$ cat src/gepk_pkg.sv
`timescale 1ns / 1ps
// ----------------------------------------------------------------------------
// Gradient edge point keys: shared definitions
// Widths, codes and the item types passed between the front, queue and back.
// ----------------------------------------------------------------------------
package gepk_pkg;

  localparam int unsigned MAX_WIDTH  = 2048;
  localparam int unsigned MAX_HEIGHT = 2048;
  localparam int unsigned COL_W      = 11;
  localparam int unsigned ROW_W      = 11;
  localparam int unsigned CFG_W      = 12;
  localparam int unsigned PIX_W      = 8;
  localparam int unsigned LABEL_W    = 32;
  localparam int unsigned WORD_W     = 64;
  localparam int unsigned NUM_DIRS   = 4;
  localparam int unsigned NUM_KINDS  = 4;
  localparam int unsigned IN_DATA_W  = 40;
  localparam int unsigned OUT_DATA_W = 280;
  localparam int unsigned FIFO_DEPTH = 4;
  localparam int unsigned FIFO_PTR_W = 2;

  localparam logic [LABEL_W-1:0] HASH_MUL = 32'd2654435761;
  localparam logic [PIX_W:0]     EDGE_SUM = 9'd255;

  localparam logic [CFG_W-1:0] WIDTH_RESET  = 12'd640;
  localparam logic [CFG_W-1:0] HEIGHT_RESET = 12'd480;
  localparam logic [CFG_W-1:0] WIDTH_LIMIT  = 12'(MAX_WIDTH);
  localparam logic [CFG_W-1:0] HEIGHT_LIMIT = 12'(MAX_HEIGHT);

  // Register indexes of the configuration port.
  localparam logic CFG_FRAME_WIDTH  = 1'b0;
  localparam logic CFG_FRAME_HEIGHT = 1'b1;

  // Direction codes carried in bits 2:1 of a boundary word.
  localparam logic [1:0] DIR_RIGHT      = 2'd0;
  localparam logic [1:0] DIR_DOWN_RIGHT = 2'd1;
  localparam logic [1:0] DIR_DOWN       = 2'd2;
  localparam logic [1:0] DIR_DOWN_LEFT  = 2'd3;

  // Result kinds of one request, in delivery order.
  localparam int unsigned KIND_UPPER_MID = 0;
  localparam int unsigned KIND_UPPER_END = 1;
  localparam int unsigned KIND_LOWER_MID = 2;
  localparam int unsigned KIND_LOWER_END = 3;

  typedef struct packed {
    logic [LABEL_W-1:0] label;
    logic [PIX_W-1:0]   value;
  } sample_t;

  typedef struct packed {
    sample_t              cur;
    sample_t              left1;
    sample_t              prev_left;
    sample_t              prev_cur;
    sample_t              down_left;
    sample_t              left_or_cur;
    logic [COL_W-1:0]     col;
    logic [ROW_W-1:0]     row;
    logic [NUM_KINDS-1:0] kinds;
  } job_t;

endpackage

$ cat src/gepk_back.sv
`timescale 1ns / 1ps
// ----------------------------------------------------------------------------
// Gradient edge point keys: back end
// Walks the result kinds of each request, compares the pixel pairs, hashes
// the label pairs and forms the four boundary words of every result.
// ----------------------------------------------------------------------------
module gepk_back (
  input  logic                                clk_i,
  input  logic                                rst_ni,
  input  logic                                job_valid_i,
  input  gepk_pkg::job_t                      job_i,
  output logic                                job_pop_o,
  output logic                                out_valid_o,
  input  logic                                out_ready_i,
  output logic [gepk_pkg::OUT_DATA_W-1:0]     out_data_o,
  output logic                                out_last_o
);

  logic [gepk_pkg::NUM_KINDS-1:0] done_q, done_d;
  logic [gepk_pkg::NUM_KINDS-1:0] active, pick;
  logic                           issue, issue_last;
  logic                           out_free, a_free;

  gepk_pkg::sample_t              centre;
  gepk_pkg::sample_t              nbr [gepk_pkg::NUM_DIRS];
  logic [gepk_pkg::COL_W-1:0]     sel_x;
  logic [gepk_pkg::ROW_W-1:0]     sel_y;

  logic                           a_valid_q;
  logic                           a_last_q;
  logic [gepk_pkg::COL_W-1:0]     a_x_q;
  logic [gepk_pkg::ROW_W-1:0]     a_y_q;
  logic [gepk_pkg::NUM_DIRS-1:0]  a_hit_q, a_gt_q;
  logic [gepk_pkg::LABEL_W-1:0]   a_lab_q [gepk_pkg::NUM_DIRS];

  logic [gepk_pkg::WORD_W-1:0]    word [gepk_pkg::NUM_DIRS];
  logic                           m_valid_q;
  logic                           m_last_q;
  logic [gepk_pkg::OUT_DATA_W-1:0] m_data_q;

  assign out_free = !m_valid_q || out_ready_i;
  assign a_free   = !a_valid_q || out_free;

  assign active = job_i.kinds & ~done_q;

  always_comb begin
    pick = '0;
    if (active[gepk_pkg::KIND_UPPER_MID]) begin
      pick[gepk_pkg::KIND_UPPER_MID] = 1'b1;
    end else if (active[gepk_pkg::KIND_UPPER_END]) begin
      pick[gepk_pkg::KIND_UPPER_END] = 1'b1;
    end else if (active[gepk_pkg::KIND_LOWER_MID]) begin
      pick[gepk_pkg::KIND_LOWER_MID] = 1'b1;
    end else begin
      pick[gepk_pkg::KIND_LOWER_END] = 1'b1;
    end
  end

  assign issue      = job_valid_i && a_free;
  assign issue_last = (active & ~pick) == '0;
  assign job_pop_o  = issue && issue_last;

  always_comb begin
    done_d = done_q;
    if (issue) begin
      done_d = issue_last ? '0 : (done_q | pick);
    end
  end

  always_comb begin
    centre = job_i.cur;
    nbr[0] = job_i.cur;
    nbr[1] = job_i.cur;
    nbr[2] = job_i.cur;
    nbr[3] = job_i.left_or_cur;
    sel_x  = job_i.col;
    sel_y  = job_i.row;
    if (pick[gepk_pkg::KIND_UPPER_MID]) begin
      centre = job_i.prev_left;
      nbr[0] = job_i.prev_cur;
      nbr[1] = job_i.cur;
      nbr[2] = job_i.left1;
      nbr[3] = job_i.down_left;
      sel_x  = job_i.col - 11'd1;
      sel_y  = job_i.row - 11'd1;
    end else if (pick[gepk_pkg::KIND_UPPER_END]) begin
      centre = job_i.prev_cur;
      nbr[0] = job_i.prev_cur;
      sel_y  = job_i.row - 11'd1;
    end else if (pick[gepk_pkg::KIND_LOWER_MID]) begin
      centre = job_i.left1;
      nbr[2] = job_i.left1;
      nbr[3] = job_i.down_left;
      sel_x  = job_i.col - 11'd1;
    end
  end

  always_ff @(posedge clk_i or negedge rst_ni) begin
    if (!rst_ni) begin
      done_q    <= '0;
      a_valid_q <= 1'b0;
      m_valid_q <= 1'b0;
    end else begin
      done_q <= done_d;
      if (a_free) begin
        a_valid_q <= issue;
      end
      if (out_free) begin
        m_valid_q <= a_valid_q;
      end
    end
  end

  always_ff @(posedge clk_i) begin
    if (issue) begin
      a_last_q <= issue_last;
      a_x_q    <= sel_x;
      a_y_q    <= sel_y;
      for (int d = 0; d < gepk_pkg::NUM_DIRS; d++) begin
        a_hit_q[d] <= ({1'b0, centre.value} + {1'b0, nbr[d].value}) == gepk_pkg::EDGE_SUM;
        a_gt_q[d]  <= nbr[d].value > centre.value;
        a_lab_q[d] <= (centre.label > nbr[d].label) ? centre.label : nbr[d].label;
      end
    end
  end

  always_comb begin
    for (int d = 0; d < gepk_pkg::NUM_DIRS; d++) begin
      logic [gepk_pkg::LABEL_W-1:0] hash;
      hash    = a_lab_q[d] * gepk_pkg::HASH_MUL;
      word[d] = '0;
      if (a_hit_q[d]) begin
        word[d] = {hash, 7'b0, a_x_q, a_y_q, 2'(d), a_gt_q[d]};
      end
    end
  end

  always_ff @(posedge clk_i) begin
    if (out_free && a_valid_q) begin
      m_last_q <= a_last_q;
      m_data_q <= {2'b0, word[gepk_pkg::DIR_DOWN_LEFT], word[gepk_pkg::DIR_DOWN],
                   word[gepk_pkg::DIR_DOWN_RIGHT], word[gepk_pkg::DIR_RIGHT],
                   a_y_q, a_x_q};
    end
  end

  assign out_valid_o = m_valid_q;
  assign out_data_o  = m_data_q;
  assign out_last_o  = m_last_q;

endmodule
$ cat config.mk
export PLATFORM = sky130hd
export DESIGN_NAME = gepk_back
export DESIGN_NICKNAME = d
export VERILOG_FILES = /design/src/gepk_pkg.sv /design/src/gepk_back.sv
export SDC_FILE = /design/constraint.sdc
export NUM_CORES = 2
export LEC_CHECK = 0
export BUFFER_PORTS_ARGS = -buffer_cell sky130_fd_sc_hd__buf_2
export CAP_MARGIN = 20
export CORE_MARGIN = 3
export CORE_UTILIZATION = 50
export CTS_BUF_LIST = sky130_fd_sc_hd__clkbuf_8 sky130_fd_sc_hd__clkbuf_16
export CTS_CLUSTER_SIZE = 30
export DETAILED_ROUTE_END_ITERATION = 10
export GPL_ROUTABILITY_DRIVEN = 0
export PLACE_DENSITY = 0.69
export RECOVER_POWER = 50
export SLEW_MARGIN = 5
export SYNTH_ARGS = -nofsm -noshare
export SYNTH_HDL_FRONTEND = slang
export SYNTH_SLANG_ARGS = --single-unit
export TNS_END_PERCENT = 1
$ cat constraint.sdc
create_clock -name clk_i -period 20.4 [get_ports clk_i]
set_clock_uncertainty 0.1 [all_clocks]
set_input_delay 2.04 -clock clk_i [delete_from_list [all_inputs] [get_ports clk_i]]
set_output_delay 2.04 -clock clk_i [all_outputs]
set_load 0.02 [all_outputs]
# ---- Word level (Yosys, flattened, before mapping)
# Memories as Yosys holds them, arrays and structs flattened.
# Cells that the tools add are included.
dict set report word_totals {
  reg_bits 309
  latch_bits 0
  ramBits 128
  romBits 0
  out_inout_bits 283
  n_memories 1
}
dict set report op_classes {
  addsub 6
  multipliers 4
  n_div 0
  magnitude_cmp 8
  eq_ne 4
  shift 0
  n_mux 29
  bitwise_logic 5
  reduce_logical 8
}
# memory depth word_bits rd rd_clocked_by_memory_dff write_ports line_no
set mem_list {}
lappend mem_list {a_lab_q 4 32 4 0 4 gepk_back.sv:34} ;# logic [gepk_pkg::LABEL_W-1:0] a_lab_q [gepk_pkg::NUM_DIRS];
# op n
set ops {}
lappend ops {{two-way mux 80 bit} 3}
lappend ops {{two-way mux 40 bit} 5}
lappend ops {{greater-than comparator 32 bit} 4}
lappend ops {{multiplier 32 x 32 -> 32 bit, second input constant} 4}
lappend ops {{two-way mux 32 bit} 4}
lappend ops {{two-way mux 11 bit} 5}
lappend ops {{adder 8 x 8 -> 9 bit} 4}
lappend ops {{equality test 9 x 8 -> 1 bit, second input constant} 4}
lappend ops {{greater-than comparator 8 bit} 4}
lappend ops {{subtractor 11 x 1 -> 11 bit, second input constant} 2}
lappend ops {{two-way mux 3 bit} 3}
lappend ops {{bitwise AND 4 bit} 2}
lappend ops {{inverter 4 bit} 2}
lappend ops {{two-way mux 1 bit} 6}
lappend ops {{logical NOT 4 bit} 1}
lappend ops {{two-way mux 2 bit} 2}
lappend ops {{two-way mux 4 bit} 1}
lappend ops {{bitwise OR 4 bit} 1}
lappend ops {{logical AND 1 bit} 3}
lappend ops {{logical NOT 1 bit} 2}
lappend ops {{logical OR 1 bit} 2}

# ---- Longest topological paths before layout
dict set report logic_depth {
  depth_word 10
  depth_mapped 25
}

# ---- Least setup slack after synthesis
# Ideal clock, no wire load.
dict set report synth_timing {
  path_type {input to register}
  from {in out_ready_i}
  to {reg m_data_q (netlist bit out_data_o[0]) (enable)}
  setup_time_ns 0.887
  arrival_time_ns 12.971
  t_required_ns 19.413
  path_slack_ns 6.441
  cell_stages 2
  path_buffers 0
  cell_sequence {nor2b_1 nor2b_1}
}
dict set report synth_via {
  elab_chain_cells 2
}
# element line_no
set synth_rtl {}
lappend synth_rtl {{start: declaration} gepk_back.sv:14} ;# input logic out_ready_i,
lappend synth_rtl {{logical OR 1 bit} gepk_back.sv:41} ;# assign out_free = !m_valid_q || out_ready_i;
lappend synth_rtl {{logical AND 1 bit} gepk_back.sv:139} ;# if (out_free && a_valid_q) begin
lappend synth_rtl {{end signal: assignment} gepk_back.sv:141} ;# m_data_q <= {2'b0, word[gepk_pkg::DIR_DOWN_LEFT], word[gepk_pkg::DIR_DOWN],
lappend synth_rtl {{end: declaration} gepk_back.sv:39} ;# logic [gepk_pkg::OUT_DATA_W-1:0] m_data_q;
# No other way between the ends.
# A chain may end at the register's enable or synchronous reset.

==> flow_metrics.py <==
metrics = {
    "status": {
        "outcome": "finished with violations",
        "failed_checks": "capacitance limit, slew limit",
    },
    "synth": {
        "synth_seq_area_share": 0.2120,
        "yosysTopAreaCellShare": 0.2826,
        "synth.avg_cell_area_sq_um": 10.56,
        "synthCells": 5500,
        "synth_area_leader_cell": "fa_1",
        "async_flop_share": 0.01460,
        "synth_area_leaders": "fa_1, edfxtp_1, ha_1",
        "synth_common_cells": "inv_1, ha_1, fa_1, edfxtp_1, mux2i_1",
        "synth_cell_types": 73,
        "yosysWarnings": 0,
        "ys_seq_elements": 411,
        "synth_most_common_cell": "inv_1",
        "ys.flop_type": "edfxtp_1",
        "synth_edf_count": 405,
        "netlist_area_sq_um": 58080,
    },
    "grt": {
        "grt_usage": 0.2983,
        "gr-total-overflow": 0,
        "grt_start_max_net_pins": 80,
        "grt_antenna_before_repair": 64,
        "grt_pass1_wl_um": 266600,
        "grt_pass1_vias": 43290,
    },
    "sta": {
        "post-route-min-period_ns": 9.354,
        "timing.setup.tns_ns": 0,
        "fmax_mhz": 106.9,
        "worst_pin_slew_ns": 4.416,
        "finalSetupViolations": 0,
        "rsz0062_at_grt": "false",
        "final_max_slew_viol_count": 510,
        "slew_headroom": -1.944,
        "layout_setup_ws_ns": 11.05,
        "period_share": 0.4585,
        "hold_viol": 0,
    },
    "setup_path": {
        "cp_num_cells": 14,
        "path_class": "in2reg",
        "crit_slowest_cell": "nor2b_1",
        "crit_start": "job_i[1]",
        "worst_path_largest_cell_delay_ns": 1.83,
        "cp_max_fo": 35,
        "cpLargestDelayFamily": "simple AND/OR/NAND/NOR gates",
        "arrival_ns": 9.60,
        "crit_chain": "clkbuf_1 > nor2b_1 > nor2_1 > nand2_1 > nor2_1 > o41a_1 > inv_1 > ha_1 > nand4_1 > nor4_1 > o21ai_0 > a31oi_4 > buf_4 > mux2i_1",
        "r2r_cells": 13,
        "r2r-end": "a_lab_q[0][11]$_DFFE_PP_",
        "crit_top_cell": "nor2_1",
        "start_kind": "input port",
        "endpoint_kind": "flop",
        "r2r_slack_ns": 12.19,
        "r2r-start": "done_q[1]$_DFFE_PN0P_",
        "worst-path-buf-inv": 3,
        "critPathRequiredTime_ns": 20.65,
    },
    "final_layout": {
        "areaGrowthSynthToFinish_pct": 9.717,
        "fin_nets": 8047,
        "final-instance-count-excl-fill": 7597,
        "drive_above_1_share": 0.06559,
        "fill_cells": 10080,
    },
    "clocking": {
        "postCtsSetupBuffers": 0,
        "cts-root-buf": "clkbuf_16",
        "clock_path_buffers": 3,
        "cts_resized": 0,
        "cts_tree": "done",
        "cts.sinks": 411,
        "h-tree-depth": 2,
        "ctsHoldBuffers": 0,
        "clk_latency_ns": 0.66,
        "cts_made_buffers": 49,
        "clkTransAtPathRegs_ns": 0.06,
    },
    "run": {
        "max_cap_viol_count": 11,
    },
    "die": {
        "die_area_sq_um": 120300,
        "die_h_um": 346.8,
        "coreArea_sq_um": 114800,
        "initial_core_util": 0.5059,
        "num_io_pins": 553,
        "num_rows": 124,
        "die_x_um": 346.8,
    },
    "routing": {
        "dr.pass1.iters": 5,
        "wl_um": 178300,
        "dr.max_layer_used": "met5",
        "wl_met3_um": 18990,
        "ant_nets": 0,
        "wl_met2_um": 79330,
        "viasPerCell": 5.440,
        "drt_iter0_drc": 3040,
        "wire_per_inst_um": 23.47,
        "wl_met1_um": 69360,
        "drc": 0,
        "vias": 41330,
    },
    "place": {
        "dp_slack_ns": 12.48,
        "io_buffers": 518,
        "place_hpwl_um": 152100,
        "dp.cells": 7475,
    },
    "worst_hold_path": {
        "hold_path_depth": 0,
        "hold_class": "reg2reg",
        "hold_start": "a_last_q$_DFFE_PP_",
        "holdPathEnd": "out_last_o$_DFFE_PP_",
    },
}
-- worst reg2reg max path: stages (launching register included) --
cell	delay, ns
dfrtp_1	0.39
nor2b_1	1.81
nor2_1	1.26
nand2_1	1.05
nor2_1	0.09
o41a_1	0.48
inv_1	0.21
ha_1	0.19
nand4_1	0.17
nor4_1	0.54
o21ai_0	0.30
a31oi_4	0.73
buf_4	0.45
mux2i_1	0.14
-- layout by cell type, fill, tap and decap left out, types with 74 or more instances in the layout --
master       n
nor2_1     208
a21oi_1    180
edfxtp_1   405
xnor2_1    187
nand2_1    195
buf_2      268
and2_1     103
fa_1       820
clkbuf_1   258
inv_1     1451
and2_0      74
mux2i_1    210
ha_1       942
-- cell type report --
| type | instances | area (sq um) | area share |
|---|---|---|---|
| Sequential cell | 411 | 12310 | 0.1932 |
| Clock buffer | 51 | 1276 | 0.02003 |
| Multi-Input combinational cell | 3561 | 39980 | 0.6273 |
| Inverter | 1444 | 5420 | 0.08505 |
| Tap cell | 1512 | 1892 | 0.02969 |
| Clock inverter | 38 | 296.5 | 0.004653 |
| Antenna cell | 32 | 80.08 | 0.001257 |
| Timing Repair Buffer | 548 | 2475 | 0.03883 |
-- metrics by stage --
stage                     cell area, sq um  hold WS (ns)    util
after floorplan                      58210        0.3003       -
after global routing                 63710        0.3417  0.5549
final                                63730        0.3291  0.5551
after detailed placement             62430        0.3186  0.5438
after CTS                            64010        0.3344  0.5575
after global placement               62430        0.3052  0.5438
-- how the worst max path moves through the flow --
stage	to
6_report	a_lab_q[0][11]$_DFFE_PP_
5_1_grt	a_lab_q[0][3]$_DFFE_PP_
4_1_cts	out_data_o[213]$_SDFFCE_PN0P_
3_5_place_dp	a_lab_q[0][8]$_DFFE_PP_
3_3_place_gp	a_lab_q[0][8]$_DFFE_PP_
2_1_floorplan	out_data_o[0]$_DFFE_PP_
-- state kept, by name, indices dropped and copies added, names as in the netlist --
signal       cells
a_gt_q           4
a_hit_q          4
a_lab_q        128
a_last_q         1
a_valid_q        1
a_x_q           11
a_y_q           11
done_q           4
out_data_o     245
out_last_o       1
out_valid_o      1
-- routing by layer --
layer,vias up,GRT usage
li1,18570,-
met1,20310,0.3773
met2,1954,0.4704
met3,458,0.08523
met4,38,0.1482
met5,-,0
-- cells by family after synthesis --
kind of cell,after synthesis,share of synthesized area
fa+ha+maj,1762,0.4855
buf+inv,1561,0.1039
simple gates,801,0.06829
compound gates,498,0.05549
flops,411,0.2120
xor+xnor,256,0.03860
mux,210,0.03619
other cells,1,0.00006456
Power is not shown: default switching activity piles up to over one toggle a cycle in this logic, so the estimate is an artifact.
