**src/gepk_pkg.sv**
```systemverilog
`timescale 1ns / 1ps
// ----------------------------------------------------------------------------
// Gradient edge point keys: shared definitions
// Widths, codes and the item types passed between the front, queue and back.
// ----------------------------------------------------------------------------
package gepk_pkg;

  localparam int unsigned MAX_WIDTH  = 2048;
  localparam int unsigned MAX_HEIGHT = 2048;
  localparam int unsigned COL_W      = 11;
  localparam int unsigned ROW_W      = 11;
  localparam int unsigned CFG_W      = 12;
  localparam int unsigned PIX_W      = 8;
  localparam int unsigned LABEL_W    = 32;
  localparam int unsigned WORD_W     = 64;
  localparam int unsigned NUM_DIRS   = 4;
  localparam int unsigned NUM_KINDS  = 4;
  localparam int unsigned IN_DATA_W  = 40;
  localparam int unsigned OUT_DATA_W = 280;
  localparam int unsigned FIFO_DEPTH = 4;
  localparam int unsigned FIFO_PTR_W = 2;

  localparam logic [LABEL_W-1:0] HASH_MUL = 32'd2654435761;
  localparam logic [PIX_W:0]     EDGE_SUM = 9'd255;

  localparam logic [CFG_W-1:0] WIDTH_RESET  = 12'd640;
  localparam logic [CFG_W-1:0] HEIGHT_RESET = 12'd480;
  localparam logic [CFG_W-1:0] WIDTH_LIMIT  = 12'(MAX_WIDTH);
  localparam logic [CFG_W-1:0] HEIGHT_LIMIT = 12'(MAX_HEIGHT);

  // Register indexes of the configuration port.
  localparam logic CFG_FRAME_WIDTH  = 1'b0;
  localparam logic CFG_FRAME_HEIGHT = 1'b1;

  // Direction codes carried in bits 2:1 of a boundary word.
  localparam logic [1:0] DIR_RIGHT      = 2'd0;
  localparam logic [1:0] DIR_DOWN_RIGHT = 2'd1;
  localparam logic [1:0] DIR_DOWN       = 2'd2;
  localparam logic [1:0] DIR_DOWN_LEFT  = 2'd3;

  // Result kinds of one request, in delivery order.
  localparam int unsigned KIND_UPPER_MID = 0;
  localparam int unsigned KIND_UPPER_END = 1;
  localparam int unsigned KIND_LOWER_MID = 2;
  localparam int unsigned KIND_LOWER_END = 3;

  typedef struct packed {
    logic [LABEL_W-1:0] label;
    logic [PIX_W-1:0]   value;
  } sample_t;

  typedef struct packed {
    sample_t              cur;
    sample_t              left1;
    sample_t              prev_left;
    sample_t              prev_cur;
    sample_t              down_left;
    sample_t              left_or_cur;
    logic [COL_W-1:0]     col;
    logic [ROW_W-1:0]     row;
    logic [NUM_KINDS-1:0] kinds;
  } job_t;

endpackage

```
**src/gepk_fifo.sv**
```systemverilog
`timescale 1ns / 1ps
// ----------------------------------------------------------------------------
// Gradient edge point keys: request queue
// A short first-in first-out queue of requests between front and back.
// ----------------------------------------------------------------------------
module gepk_fifo (
  input  logic           clk_i,
  input  logic           rst_ni,
  input  logic           push_i,
  input  gepk_pkg::job_t push_data_i,
  output logic           full_o,
  output logic           valid_o,
  input  logic           pop_i,
  output gepk_pkg::job_t head_o
);

  gepk_pkg::job_t                   mem_q [gepk_pkg::FIFO_DEPTH];
  logic [gepk_pkg::FIFO_PTR_W-1:0]  wr_ptr_q, rd_ptr_q;
  logic [gepk_pkg::FIFO_PTR_W:0]    count_q, count_d;
  logic                             do_pop;

  assign full_o  = count_q == (gepk_pkg::FIFO_PTR_W + 1)'(gepk_pkg::FIFO_DEPTH);
  assign valid_o = count_q != '0;
  assign head_o  = mem_q[rd_ptr_q];
  assign do_pop  = pop_i && valid_o;

  always_comb begin
    count_d = count_q;
    if (push_i && !do_pop) begin
      count_d = count_q + 1'b1;
    end else if (!push_i && do_pop) begin
      count_d = count_q - 1'b1;
    end
  end

  always_ff @(posedge clk_i or negedge rst_ni) begin
    if (!rst_ni) begin
      wr_ptr_q <= '0;
      rd_ptr_q <= '0;
      count_q  <= '0;
    end else begin
      count_q <= count_d;
      if (push_i) begin
        wr_ptr_q <= wr_ptr_q + 1'b1;
      end
      if (do_pop) begin
        rd_ptr_q <= rd_ptr_q + 1'b1;
      end
    end
  end

  always_ff @(posedge clk_i) begin
    if (push_i) begin
      mem_q[wr_ptr_q] <= push_data_i;
    end
  end

endmodule

```
**config.mk**
```make
export PLATFORM = sky130hd
export DESIGN_NAME = gepk_fifo
export DESIGN_NICKNAME = d
export VERILOG_FILES = /design/src/gepk_pkg.sv /design/src/gepk_fifo.sv
export SDC_FILE = /design/constraint.sdc
export NUM_CORES = 1
export LEC_CHECK = 0
export ABC_AREA = 1
export BUFFER_PORTS_ARGS = -buffer_cell sky130_fd_sc_hd__buf_2
export CAP_MARGIN = 20
export CORE_MARGIN = 2
export CORE_UTILIZATION = 62
export CTS_CLUSTER_SIZE = 40
export DETAILED_ROUTE_END_ITERATION = 16
export PLACE_DENSITY_LB_ADDON = 0.2
export SYNTH_ARGS = -nofsm -noshare
export SYNTH_HDL_FRONTEND = slang
export SYNTH_SLANG_ARGS = --single-unit
```
**constraint.sdc**
```tcl
create_clock -name clk_i -period 11.5 [get_ports clk_i]
set_input_delay 1.15 -clock clk_i [delete_from_list [all_inputs] [get_ports clk_i]]
set_output_delay 1.15 -clock clk_i [all_outputs]
set_load 0.02 [all_outputs]
```
### After elaboration in Yosys (flattened, before gate mapping)

Memories as Yosys holds them, arrays and structs flattened.
Cells that the tools add are included.

* mux-type cells: 4
* equality and inequality tests: 1
* reductions and logical operators: 7
* $add $sub $neg: 4

Operators by type and width (number)
* 3-bit 2-to-1 mux: 2
* 2-bit by 1-bit adder with 2-bit output, second input constant: 2
* 3-bit by 1-bit adder with 3-bit output, second input constant: 1
* 3-bit == test, second input constant: 1
* 1-bit logical AND: 3
* 3-bit nonzero test: 1
* 3-bit by 1-bit subtractor with 3-bit output, second input constant: 1
* 1-bit logical NOT: 2
* 1-bit 2-to-1 mux: 2
* 2-bit nonzero test: 1

* output and inout port bits: 268
* input bits: 270
* memories kept: 1
* word-level logic and storage cells: 20
* flip-flop bits (word level): 7
* bits in writable memories: 1064

Memory list
* mem_q: depth 4, bits a word 266, rd ports 1, clocked after memory_dff 0, wr ports 1, line gepk_fifo.sv:17 `gepk_pkg::job_t mem_q [gepk_pkg::FIFO_DEPTH];`

### Logic depth before layout (Yosys ltp)

Gate-level depths: netlist of the first run.

* depth after elaboration: 5
* mapped depth: 11
* mapped depth without buffers: 11

### Least setup slack after synthesis of the first run

No wires, ideal clock.

* path type: input-to-reg
* start point: input push_i
* end point: memory mem_q[1][0] (netlist bit) (enable)
* arrival: 6579 ps
* library setup time: 617 ps
* path slack: 4304 ps
* path buffers: 1
* cell stages on the path: 3
* data required time: 10883 ps
* cells stage by stage: clkbuf_1 nand2_1 inv_1

* word-level cells in the longest chain between the ends: 2

RTL lines
* start: declaration: line gepk_fifo.sv:9 `input logic push_i,`
* 1-bit 2-to-1 mux: line gepk_fifo.sv:53 `if (push_i) begin`
* 1-bit 2-to-1 mux (not written as such): line gepk_fifo.sv:54 `mem_q[wr_ptr_q] <= push_data_i;`
* end: declaration: line gepk_fifo.sv:17

No other way between the ends.

==> metrics.md, run 1 <==
| Metric | Value |
|---|---|
| Outcome | `finished clean` |
| Max-Cap Viols | `0` |
| Crit Path Max Fanout | `277` |
| CTS Root Cell | `clkbuf_16` |
| Syn_nets | `3435` |
| Share of layout cells above drive strength 1 | `a little under 20%` |
| Setup Fix Bufs, Post-CTS | `0` |
| Max transition margin | `13.1%` |
| Die area | `0.0709 mm^2` |
| Min-delay worst type | `in -> async` |
| Post-synthesis cell area | `~0.043 mm^2` |
| DRT iter0 DRCs | `between 1500 and 2000` |
| Vias in the first global route | `roughly 25000` |
| Total Wirelength | `between 90 and 100 mm` |
| F_max | `180 MHz` |
| IO Port Bufs | `537` |
| # rows | `96` |
| Power density cells | `276 mW/mm^2` |
| I/O Pins | `approximately 540` |
| Critical Path Start Type | `flip-flop` |
| Initial Util | `62.4%` |
| Switching power total | `5100 uW` |
| Area grow syn2layout | `15.4%` |
| Crit-path slowest cell | `buf_12` |
| Drt first pass iters | `5` |
| Most frequent CP cell | `nand2_1` |
| Total negative slack | `0 ps` |
| Hold buffers post-CTS | `0` |
| Endpoints failing setup | `0` |
| Storage cell area | `0.0321 mm^2` |
| Post-CTS Resized | `0` |
| Cells after synthesis | `3159` |
| WS Path Type | `reg -> out` |
| Synth cell types | `19` |
| Worst-Skew Late Latency | `roughly 670 ps` |
| Peak supply drop | `~0.00021 V` |
| Syn Area/Cell | `13.5 um^2` |
| Slew Viols, Final | `0` |
| H-Tree Depth | `3` |
| Total track usage | `25.1%` |
| Clock skew | `24.1 ps` |
| Required time of the critical path | `10350 ps` |
| CTS tree | `built` |
| Synth Warn # | `0` |
| Post-synthesis register bit count | `1071` |
| Largest net degree at the start of global routing | `between 200 and 300` |
| Switch share | `between 30% and 40%` |
| Sequential fraction of the synthesis area | `75.3%` |
| GR Overflow Total | `0` |
| Clock network fraction of total power | `26.2%` |
| Combinational share of power | `34.7%` |
| DP Wirelength | `about 53 mm` |
| Worst setup EP type | `output pin` |
| DRC viols | `0` |
| Clk sinks | `1071` |
| Seq pwr share | `about two fifths` |
| Final Hold Vio Count | `0` |
| Final period utilization | `48.3%` |
| CTS Buf Count | `105` |
| Critical Path AT | `4410 ps` |
| Die width | `266 um` |
| Drt wl/cell | `slightly below 20 um` |
| RSZ-0062 raised after global routing | `false` |
| Internal power | `8490 uW` |
| Clock buffer depth | `3` |
| Mean number of vias per cell | `5.51` |
| CP Cell Sequence | `inv_8 -> buf_12 -> buf_4 -> buf_16 -> nand2_1 -> o211ai_1 -> nand2_1 -> buf_2` |
| Antenna violations before repair | `37` |
| Via total after detailed routing | `about 26000` |
| Worst-Margin Slew | `about 1300 ps` |
| GP Congestion | `0.799` |
| First-pass GRT wire length | `136 mm` |
| Core ar. | `0.0683 mm^2` |
| Max stage delay on crit path | `690 ps` |
| Pleak | `0.0198 uW` |
| Die Ht | `roughly 270 um` |
| Antenna violation net count after detailed routing | `0` |
| Multi-input logic area | `0.00720 mm^2` |
| Min Tclk post-route | `between 5000 and 6000 ps` |
| # fillers | `4272` |
| Clock transition at path regs | `~60 ps` |
| Total power | `between 10000 and 15000 uW` |
| Nets@finish | `slightly below 4000` |
power by group through the flow:
stage / clock network, uW / logic, uW / registers, uW
4_1_cts: 3590 / 4720 / 5310
5_1_grt: 3750 / 5110 / 5360
6_report: 3560 / 4720 / 5310
3_3_place_gp: 0 / 4570 / 5350
2_1_floorplan: 0 / 3360 / 5490
3_5_place_dp: 0 / 4690 / 5390
synthesized netlist by cell type, drive strengths merged:
| master | number | area share (%) |
|---|---|---|
| buf | 150 | 2.8 |
| xor2 | 1 | 0.021 |
| xnor2 | 1 | 0.021 |
| dfrtp | 7 | 0.41 |
| nand4 | 1 | 0.015 |
| o211ai | 532 | 9.4 |
| clkbuf | 28 | 0.25 |
| nor2 | 1 | 0.0088 |
| inv | 545 | 4.8 |
| ha | 5 | 0.15 |
| nand3 | 3 | 0.035 |
| o21ai | 1 | 0.012 |
| nand2 | 818 | 7.2 |
| nor3 | 1 | 0.012 |
| fa | 1 | 0.047 |
| edfxtp | 1064 | 75 |
cell type report:
class	instances	area share, %
antenna	37	0.188
clock buffer	114	5.45
clock inverter	85	1.99
inverter	545	4.25
multi-input combinational	1365	14.6
sequential	1071	65.2
tap	882	2.24
timing repair buffer	559	6.02
stage by stage:
stage               utilization (%)  setup WS [ps]  cells  hold slack [ps]  instance area, um^2
floorplan                         -           4300   3159              442                42700
global placement               66.4           6780   4418              453                45400
detailed placement             66.4           6520   4419              468                45400
CTS                            71.8           5800   4618              285                49100
global route                   72.0           5760   4641              297                49200
finish                         72.1           5940   4658              318                49200
kinds of logic (layout without fill, tap and decap cells):
group                    Yosys count  after routing  synth area share (%)
AO/OA/AOI/OAI                    533            533                  9.37
XOR/XNOR                           2              2                0.0411
adder cells (fa/ha/maj)            6              6                 0.194
buffers and inverters            723           1303                  7.82
flip-flops                      1071           1071                  75.3
other                              0             37                     0
AND/OR/NAND/NOR                  824            824                  7.27
cells in the final DEF, fill, tap and decap left out, types with 3 or more instances in the layout:
| cell type | n |
|---|---|
| buf_2 | 537 |
| edfxtp_1 | 1064 |
| bufinv_16 | 18 |
| clkbuf_1 | 8 |
| o211ai_1 | 532 |
| buf_16 | 3 |
| clkinvlp_4 | 8 |
| buf_4 | 15 |
| diode_2 | 37 |
| buf_12 | 4 |
| dfrtp_1 | 6 |
| inv_1 | 539 |
| ha_1 | 5 |
| inv_8 | 6 |
| clkbuf_16 | 106 |
| clkinv_4 | 5 |
| nand3_1 | 3 |
| nand2_1 | 818 |
| clkinv_2 | 22 |
| clkinv_1 | 25 |
final timing paths:
kind / endpoint / depth (start not counted) / slack (ps) / start
hold / removal: rd_ptr_q[1] / 1 / 320 / rst_ni
setup reg to reg: mem_q[1][179] / 5 / 8470 / wr_ptr_q[1]
hold reg to reg: count_q[2] / 2 / 480 / count_q[2]
min in group clk_i: count_q[2] / 2 / 480 / count_q[2]
setup / recovery: head_o[151] / 8 / 5940 / rd_ptr_q[0]
max in group asynchronous: rd_ptr_q[1] / 1 / 11010 / rst_ni
flip-flops by register name (all words and copies together) (netlist names):
register  cells
mem_q      1064
rd_ptr_q      2
wr_ptr_q      2
count_q       3
worst max-delay path: cells and delay by family (launching register included):
| kind | cells | cell delay, ps |
|---|---|---|
| buffers and inverters | 5 | 2350 |
| DFF | 1 | 450 |
| and+or+nand+nor | 2 | 210 |
| AOI/OAI and AO/OA | 1 | 100 |
routing by layer:
| metal | track usage (%) | share of wire (%) | vias to the layer above |
|---|---|---|---|
| met5 | 0 | 0.18 | - |
| met2 | 42.5 | 50 | 821 |
| met4 | 10.6 | 3.7 | 26 |
| met3 | 6.80 | 8.0 | 191 |
| li1 | - | - | 12100 |
| met1 | 30.6 | 38 | 12500 |
(Power assumes the default switching activity.)
==> inputs of run 2 (changes only) <==
- ABC_AREA: 1 -> 0
- CORE_UTILIZATION: 62 -> 51
- clock period: 11.5 -> 4.91 ns (I/O delays scaled with it)
==> run 2 against run 1 <==
Synthesized area decreased by 8.2%. Largest cell class unchanged. Critical path type unchanged. First-iteration DRC count down 42%. Synthesized cell count fell by 55%. Clock skew rose by 2.2 ps. Critical endpoint is now head_o[177]. Hold slack worse by 270 ps. Highest routed layer unchanged. Via count decreased by 31%. Utilization is 10 points lower. Global-route usage is 5.3 points lower. Combinational power is 90% higher. Register-to-register slack worse by 6000 ps. Sequential share of layout area rose by 3.0 points.
==> metrics.md, run 2 <==
| Metric | Value |
|---|---|
| Met1 Use GR | `25.4% (was 30.6%)` |
| Outcome | `finished clean (unchanged)` |
| CTS Root Cell | `clkbuf_16 (unchanged)` |
| Total track usage | `19.8% (was 25.1%)` |
| Share of layout cells above drive strength 1 | `41.7% (was 19.6%)` |
| Worst setup EP type | `output pin (unchanged)` |
| Area grow syn2layout | `20.2% (was 15.4%)` |
| DRT iter0 DRCs | `1135 (was 1967)` |
| Post-synthesis cell area | `0.0392 mm^2 (was 0.0427 mm^2)` |
| Clock transition at path regs | `60 ps (about the same)` |
| First-pass GRT wire length | `115 mm (was 136 mm)` |
| Setup Fix Bufs, Post-CTS | `0 (unchanged)` |
| Most instantiated library cell after synthesis | `edfxtp_1 (unchanged)` |
| Via total after detailed routing | `17600 (was 25700)` |
| Vias in the first global route | `18400 (was 25100)` |
| Asr flop ratio synth | `0.654% (unchanged)` |
| Max-Cap Viols | `0 (unchanged)` |
| Min-delay worst type | `in -> reg (was in -> async)` |
| Clock skew | `26.3 ps (was 24.1 ps)` |
| GR Overflow Total | `0 (unchanged)` |
| Post-synth EDFFs | `1064 (unchanged)` |
| DRC viols | `0 (unchanged)` |
| Sequential fraction of the synthesis area | `82.1% (was 75.3%)` |
| Die Ht | `281 um (was 266 um)` |
| Clk sinks | `1071 (unchanged)` |
| Max transition margin | `29.1% (was 13.1%)` |
| Drt wl/cell | `24.4 um (was 19.8 um)` |
| Synth area leaders | `edfxtp_1 (82%), mux4_2 (10%), mux4_1 (6.1%) (was edfxtp_1 (75%), o211ai_1 (9.4%), nand2_1 (7.2%))` |
| I/O Pins | `538 (unchanged)` |
| Pleak | `0.0163 uW (was 0.0198 uW)` |
| Reg2reg start | `wr_ptr_q[0] (was wr_ptr_q[1])` |
| Initial Util | `51.6% (was 62.4%)` |
| Power density cells | `628 mW/mm^2 (was 276 mW/mm^2)` |
| Mean number of vias per cell | `5.47 (was 5.51)` |
| IO Port Bufs | `537 (unchanged)` |
| Nets@finish | `2352 (was 3923)` |
| Peak supply drop | `0.000446 V (was 0.000211 V)` |
| F_max | `281 MHz` |
| DP Wirelength | `48.1 mm (was 52.9 mm)` |
| Total negative slack | `0 ps (unchanged)` |
| Antenna violation net count after detailed routing | `0 (unchanged)` |
| Critical Path AT | `3060 ps (was 4410 ps)` |
| Top reg by flops | `mem_q (unchanged)` |
| Critical R2R Capture | `mem_q[3][10] (was mem_q[1][179])` |
| Drt first pass iters | `5 (unchanged)` |
| Final Util | `62.0% (was 72.1%)` |
| Total Wirelength | `78.4 mm (was 92.1 mm)` |
| WS Path Type | `reg -> out (unchanged)` |
| Largest register FFs | `1064 (unchanged)` |
| Largest net degree at the start of global routing | `95 (was 278)` |
| Syn_nets | `1700 (was 3435)` |
| Cell taking the most area after synthesis | `edfxtp_1 (unchanged)` |
| Cells after synthesis | `1424 (was 3159)` |
| Min Tclk post-route | `3560 ps` |
| Worst-Skew Late Latency | `650 ps (was 670 ps)` |
| Most frequent cells in the layout | `edfxtp_1 (1064), buf_2 (537), mux4_2 (175) (was edfxtp_1 (1064), nand2_1 (818), inv_1 (539))` |
| Post-DP Area | `0.0431 mm^2 (was 0.0454 mm^2)` |
| Die area | `0.0790 mm^2 (was 0.0709 mm^2)` |
| Final Hold Vio Count | `0 (unchanged)` |
| Post-synthesis register bit count | `1071 (unchanged)` |
| H-Tree Depth | `3 (unchanged)` |
| Final Cell Area | `0.0471 mm^2 (was 0.0492 mm^2)` |
| Synth cell types | `22 (was 19)` |
| Antenna violations before repair | `31 (was 37)` |
| Worst-Margin Slew | `1060 ps (was 1300 ps)` |
| Synth top cells by count | `edfxtp_1 (1064), mux4_2 (175), mux4_1 (91) (was edfxtp_1 (1064), nand2_1 (818), inv_1 (543))` |
| Worst R2R Path Depth | `3 (was 5)` |
| Grt met3 use | `6.59% (was 6.80%)` |
| Slew Viols, Final | `0 (unchanged)` |
| # rows | `101 (was 96)` |
| Most used DFF post-synth | `edfxtp_1 (unchanged)` |
| Crit path to | `head_o[177] (was head_o[151])` |
| Critical Path Start Type | `flip-flop (unchanged)` |
| Endpoints failing setup | `0 (unchanged)` |
| Core ar. | `0.0759 mm^2 (was 0.0683 mm^2)` |
| Most common cell after layout, fill and taps aside | `edfxtp_1 (unchanged)` |
| Reg-to-reg slack, setup | `2500 ps (was 8470 ps)` |
| GP Congestion | `0.736 (was 0.799)` |
| Yosys top cell area share | `81.6% (was 74.9%)` |
| Crit path launch | `rd_ptr_q[0] (unchanged)` |
| Biggest regs | `mem_q (1064), count_q (3) (unchanged)` |
| Required time of the critical path | `4420 ps (was 10350 ps)` |
| Syn Area/Cell | `27.5 um^2 (was 13.5 um^2)` |
| Clock buffer depth | `3 (unchanged)` |
| Die width | `281 um (was 266 um)` |
| Met2 Usage GRT | `32.0% (was 42.5%)` |
| RSZ-0062 raised after global routing | `false (unchanged)` |
| Final period utilization | `approximately 72%` |
| Most Crowded Layer GR | `met2 (unchanged)` |
| CTS tree | `built (unchanged)` |
| Synth Warn # | `0 (unchanged)` |
| CTS Buf Count | `105 (unchanged)` |
| Crit Path Max Fanout | `46 (was 277)` |
==> run 2: cell count changes in the layout (fill, tap and decap cells not counted), moves of 4 or more <==
cell	previous run	this run
nand2_1	818	2
inv_1	539	3
o211ai_1	532	0
mux4_2	0	175
mux4_1	0	91
dlygate4sd3_1	0	34
diode_2	37	15
buf_12	4	15
clkbuf_1	8	19
clkinvlp_4	8	2
inv_8	6	0
and2_4	0	4
clkinv_4	5	1
==> run 2: final cells by class <==
type,count,area (um^2)
diodes,15,37.5
multi-input cells,290,6550
clock inverters,72,803
fillers,5178,28900
well taps,1030,1290
inverters,3,11.3
clock buffers,126,2750
flip-flops and latches,1071,32100
repair buffers,605,3490
==> run 2: logic make-up after synthesis <==
group                    after synthesis  share of synthesized area (%)
AO/OA/AOI/OAI                          1                         0.0128
XOR/XNOR                               6                          0.134
adder cells (fa/ha/maj)                6                          0.211
buffers and inverters                 63                           1.25
flip-flops                          1071                           82.1
multiplexers                         267                           16.2
AND/OR/NAND/NOR                       10                          0.141
==> run 2: worst min-delay path by stage <==
stage	start	endpoint	slack (ps)	depth (start not counted)
detailed placement	rst_ni	count_q[2]	340	1
CTS	push_data_i[259]	mem_q[2][259]	0.06	1
floorplan	rst_ni	count_q[0]	200	0
global route	push_data_i[98]	mem_q[1][98]	10	1
global placement	rst_ni	count_q[1]	330	1
finish	push_data_i[259]	mem_q[2][259]	50	1
==> run 2: timing repair <==
action                     CTS  global route
gates resized for setup      0             0
hold buffers                34             0
setup endpoints to repair    0             0
hold endpoints to repair   120             0
==> run 2: worst max-delay path, stage by stage, from the launching register on <==
cell,delay (ps)
dfrtp_4,1120
buf_4,470
mux4_1,610
buf_2,180
==> run 2: where the power goes <==
| part | total [uW] | internal (uW) | switching (uW) |
|---|---|---|---|
| Sequential | 12500 | 11900 | 530 |
| Clock | 8090 | 4800 | 3290 |
| Combinational | 8980 | 3530 | 5450 |
==> run 2: routing by layer <==
| metal | vias to the layer above | share of wire (%) |
|---|---|---|
| met1 | 9195 | 38 |
| li1 | 7668 | - |
| met3 | 143 | 8.5 |
| met4 | 40 | 2.3 |
| met5 | - | 0.29 |
| met2 | 535 | 50 |
==> run 2: metrics by stage <==
stage,power (uW),setup WS [ps],hold slack [ps],std cells
after floorplan,18800,594,195,1424
after global placement,21700,1940,328,2964
after detailed placement,21800,1910,339,2964
after CTS,30000,1190,0.0594,3196
after global routing,30800,1120,12.0,3206
final,29500,1350,45.7,3212
==> inputs of run 3 (changes only) <==
- clock period: 4.91 -> 3.1 ns (I/O delays scaled with it)
==> run 3 against run 2 <==
Routed wire length rose by 5.1%. Clock-buffer cell count rose by 6. Clock power rose by 55%. Cell area rose by 5.4%. Sequential share of layout area fell by 3.5 points. Worst setup slack got worse by 1200 ps. Clock skew rose by 12 ps. Critical path depth did not move. Register-to-register slack got worse by 1700 ps. Critical path type unchanged. Largest cell class unchanged. Highest routed layer unchanged.
==> metrics.md, run 3 (synthesis gave the netlist of run 2 again) <==
| Metric | Value |
|---|---|
| Critical Path AT | `2640 ps (was 3060 ps)` |
| Final Hold Vio Count | `0 (unchanged)` |
| Top reg by flops | `mem_q (unchanged)` |
| Required time of the critical path | `2790 ps (was 4420 ps)` |
| WS Path Type | `reg -> out (unchanged)` |
| Crit path launch | `rd_ptr_q[0] (unchanged)` |
| F_max | `339 MHz` |
| Worst-Skew Late Latency | `660 ps (was 650 ps)` |
| Largest register FFs | `1064 (unchanged)` |
| DP Wirelength | `51.4 mm (was 48.1 mm)` |
| H-Tree Depth | `3 (unchanged)` |
| Total Wirelength | `82.4 mm (was 78.4 mm)` |
| Most frequent cells in the layout | `edfxtp_1 (1064), buf_2 (537), dlygate4sd3_1 (270) (was edfxtp_1 (1064), buf_2 (537), mux4_2 (175))` |
| CTS Buf Count | `105 (unchanged)` |
| CTS Root Cell | `clkbuf_16 (unchanged)` |
| CTS tree | `built (unchanged)` |
| Die Ht | `281 um (unchanged)` |
| Max-Cap Viols | `0 (unchanged)` |
| Crit Path Max Fanout | `61 (was 46)` |
| Hold Worst Slack | `47.1 ps (was 45.7 ps)` |
| Switching power total | `14900 uW (was 9270 uW)` |
| # rows | `101 (unchanged)` |
| Clock network fraction of total power | `26.5% (was 27.4%)` |
| Worst-Margin Slew | `664 ps (was 1060 ps)` |
| Clock transition at path regs | `60 ps (about the same)` |
| Total power | `47200 uW (was 29500 uW)` |
| Min-delay worst type | `in -> async (was in -> reg)` |
| Drt first pass iters | `5 (unchanged)` |
| Reg2reg start | `count_q[0] (was wr_ptr_q[0])` |
| GP Congestion | `0.755 (was 0.736)` |
| Min Tclk post-route | `2950 ps` |
| Core ar. | `0.0759 mm^2 (unchanged)` |
| Outcome | `finished clean (unchanged)` |
| RSZ-0062 raised after global routing | `false (unchanged)` |
| Antenna violation net count after detailed routing | `0 (unchanged)` |
| First-pass GRT wire length | `122 mm (was 115 mm)` |
| Drt wl/cell | `23.8 um (was 24.4 um)` |
| Clk sinks | `1071 (unchanged)` |
| Power density cells | `951 mW/mm^2 (was 628 mW/mm^2)` |
| Die width | `281 um (unchanged)` |
| Final Util | `65.3% (was 62.0%)` |
| Total track usage | `20.9% (was 19.8%)` |
| Initial Util | `51.6% (unchanged)` |
| Internal power | `32200 uW (was 20300 uW)` |
| Final Cell Area | `0.0496 mm^2 (was 0.0471 mm^2)` |
| Via total after detailed routing | `18600 (was 17600)` |
| Worst setup EP type | `output pin (unchanged)` |
| GR Overflow Total | `0 (unchanged)` |
| Nets@finish | `2611 (was 2352)` |
| I/O Pins | `538 (unchanged)` |
| Endpoints failing setup | `0 (unchanged)` |
| Share of layout cells above drive strength 1 | `38.3% (was 41.7%)` |
| Seq pwr share | `41.5% (was 42.2%)` |
| IO Port Bufs | `537 (unchanged)` |
| Slew Viols, Final | `0 (unchanged)` |
| Critical Path Start Type | `flip-flop (unchanged)` |
| Largest net degree at the start of global routing | `97 (was 95)` |
| Combinational share of power | `32.1% (was 30.4%)` |
| Clock skew | `38.2 ps (was 26.3 ps)` |
| DRT iter0 DRCs | `1255 (was 1135)` |
| Final period utilization | `95.1%` |
| Post-DP Area | `0.0434 mm^2 (was 0.0431 mm^2)` |
| Area grow syn2layout | `26.7% (was 20.2%)` |
| Biggest regs | `mem_q (1064), count_q (3) (unchanged)` |
| Most common cell after layout, fill and taps aside | `edfxtp_1 (unchanged)` |
| Pleak | `0.0173 uW (was 0.0163 uW)` |
| Setup Fix Bufs, Post-CTS | `0 (unchanged)` |
| Vias in the first global route | `19900 (was 18400)` |
| Clock buffer depth | `3 (unchanged)` |
| Switch share | `31.6% (was 31.4%)` |
| Mean number of vias per cell | `5.39 (was 5.47)` |
| Peak supply drop | `0.000645 V (was 0.000446 V)` |
| DRC viols | `0 (unchanged)` |
| Total negative slack | `0 ps (unchanged)` |
| Max transition margin | `55.7% (was 29.1%)` |
| Die area | `0.0790 mm^2 (unchanged)` |
| Antenna violations before repair | `13 (was 31)` |
-- run 3: worst paths after layout --
check	slack [ps]	to	cells after the start
hold reg to reg	500	count_q[2]	1
setup / recovery	150	head_o[124]	3
min in group clk_i	400	mem_q[2][214]	2
setup reg to reg	800	count_q[2]	8
hold / removal	50	count_q[1]	2
max in group asynchronous	2260	rd_ptr_q[0]	3
-- run 3: critical path: stages (launching register included) --
cell	delay [ps]
dfrtp_4	640
buf_16	380
mux4_1	670
buf_2	190
-- run 3: repair_timing --
| action | 4_1_cts | 5_1_grt |
|---|---|---|
| endpoints found under the setup margin | 0 | 18 |
| hold buffers | 270 | 0 |
| resized for setup | 0 | 2 |
| hold endpoints to repair | 1075 | 0 |
-- run 3: power groups by stage --
stage | combinational, uW | clock, uW | sequential (uW)
4_1_cts | 15400 | 12800 | 19600
3_5_place_dp | 15000 | 0 | 19900
6_report | 15100 | 12500 | 19500
2_1_floorplan | 9970 | 0 | 19700
3_3_place_gp | 15000 | 0 | 19700
5_1_grt | 16000 | 13300 | 19800
-- run 3: final cells by class --
type	count	area [um^2]
clock inverters	61	662
clock buffers	132	2790
diodes	7	17.5
fillers	4916	26400
repair buffers	864	6140
inverters	3	11.3
multi-input cells	290	6550
well taps	1030	1290
flip-flops and latches	1071	32100
-- run 3: metal layers --
layer	part of all wire [%]	global-route usage, %	vias to the layer above
met5	0.11	0	-
met2	51	35.2	602
met1	39	26.3	9723
li1	-	-	8151
met4	3.0	7.31	16
met3	7.1	5.67	144
-- run 3: per-stage QoR --
step | cells | setup slack [ps]
floorplan | 1424 | 183
global placement | 2988 | 753
detailed placement | 2988 | 755
CTS | 3451 | 29.2
global route | 3456 | 7.74
finish | 3458 | 153
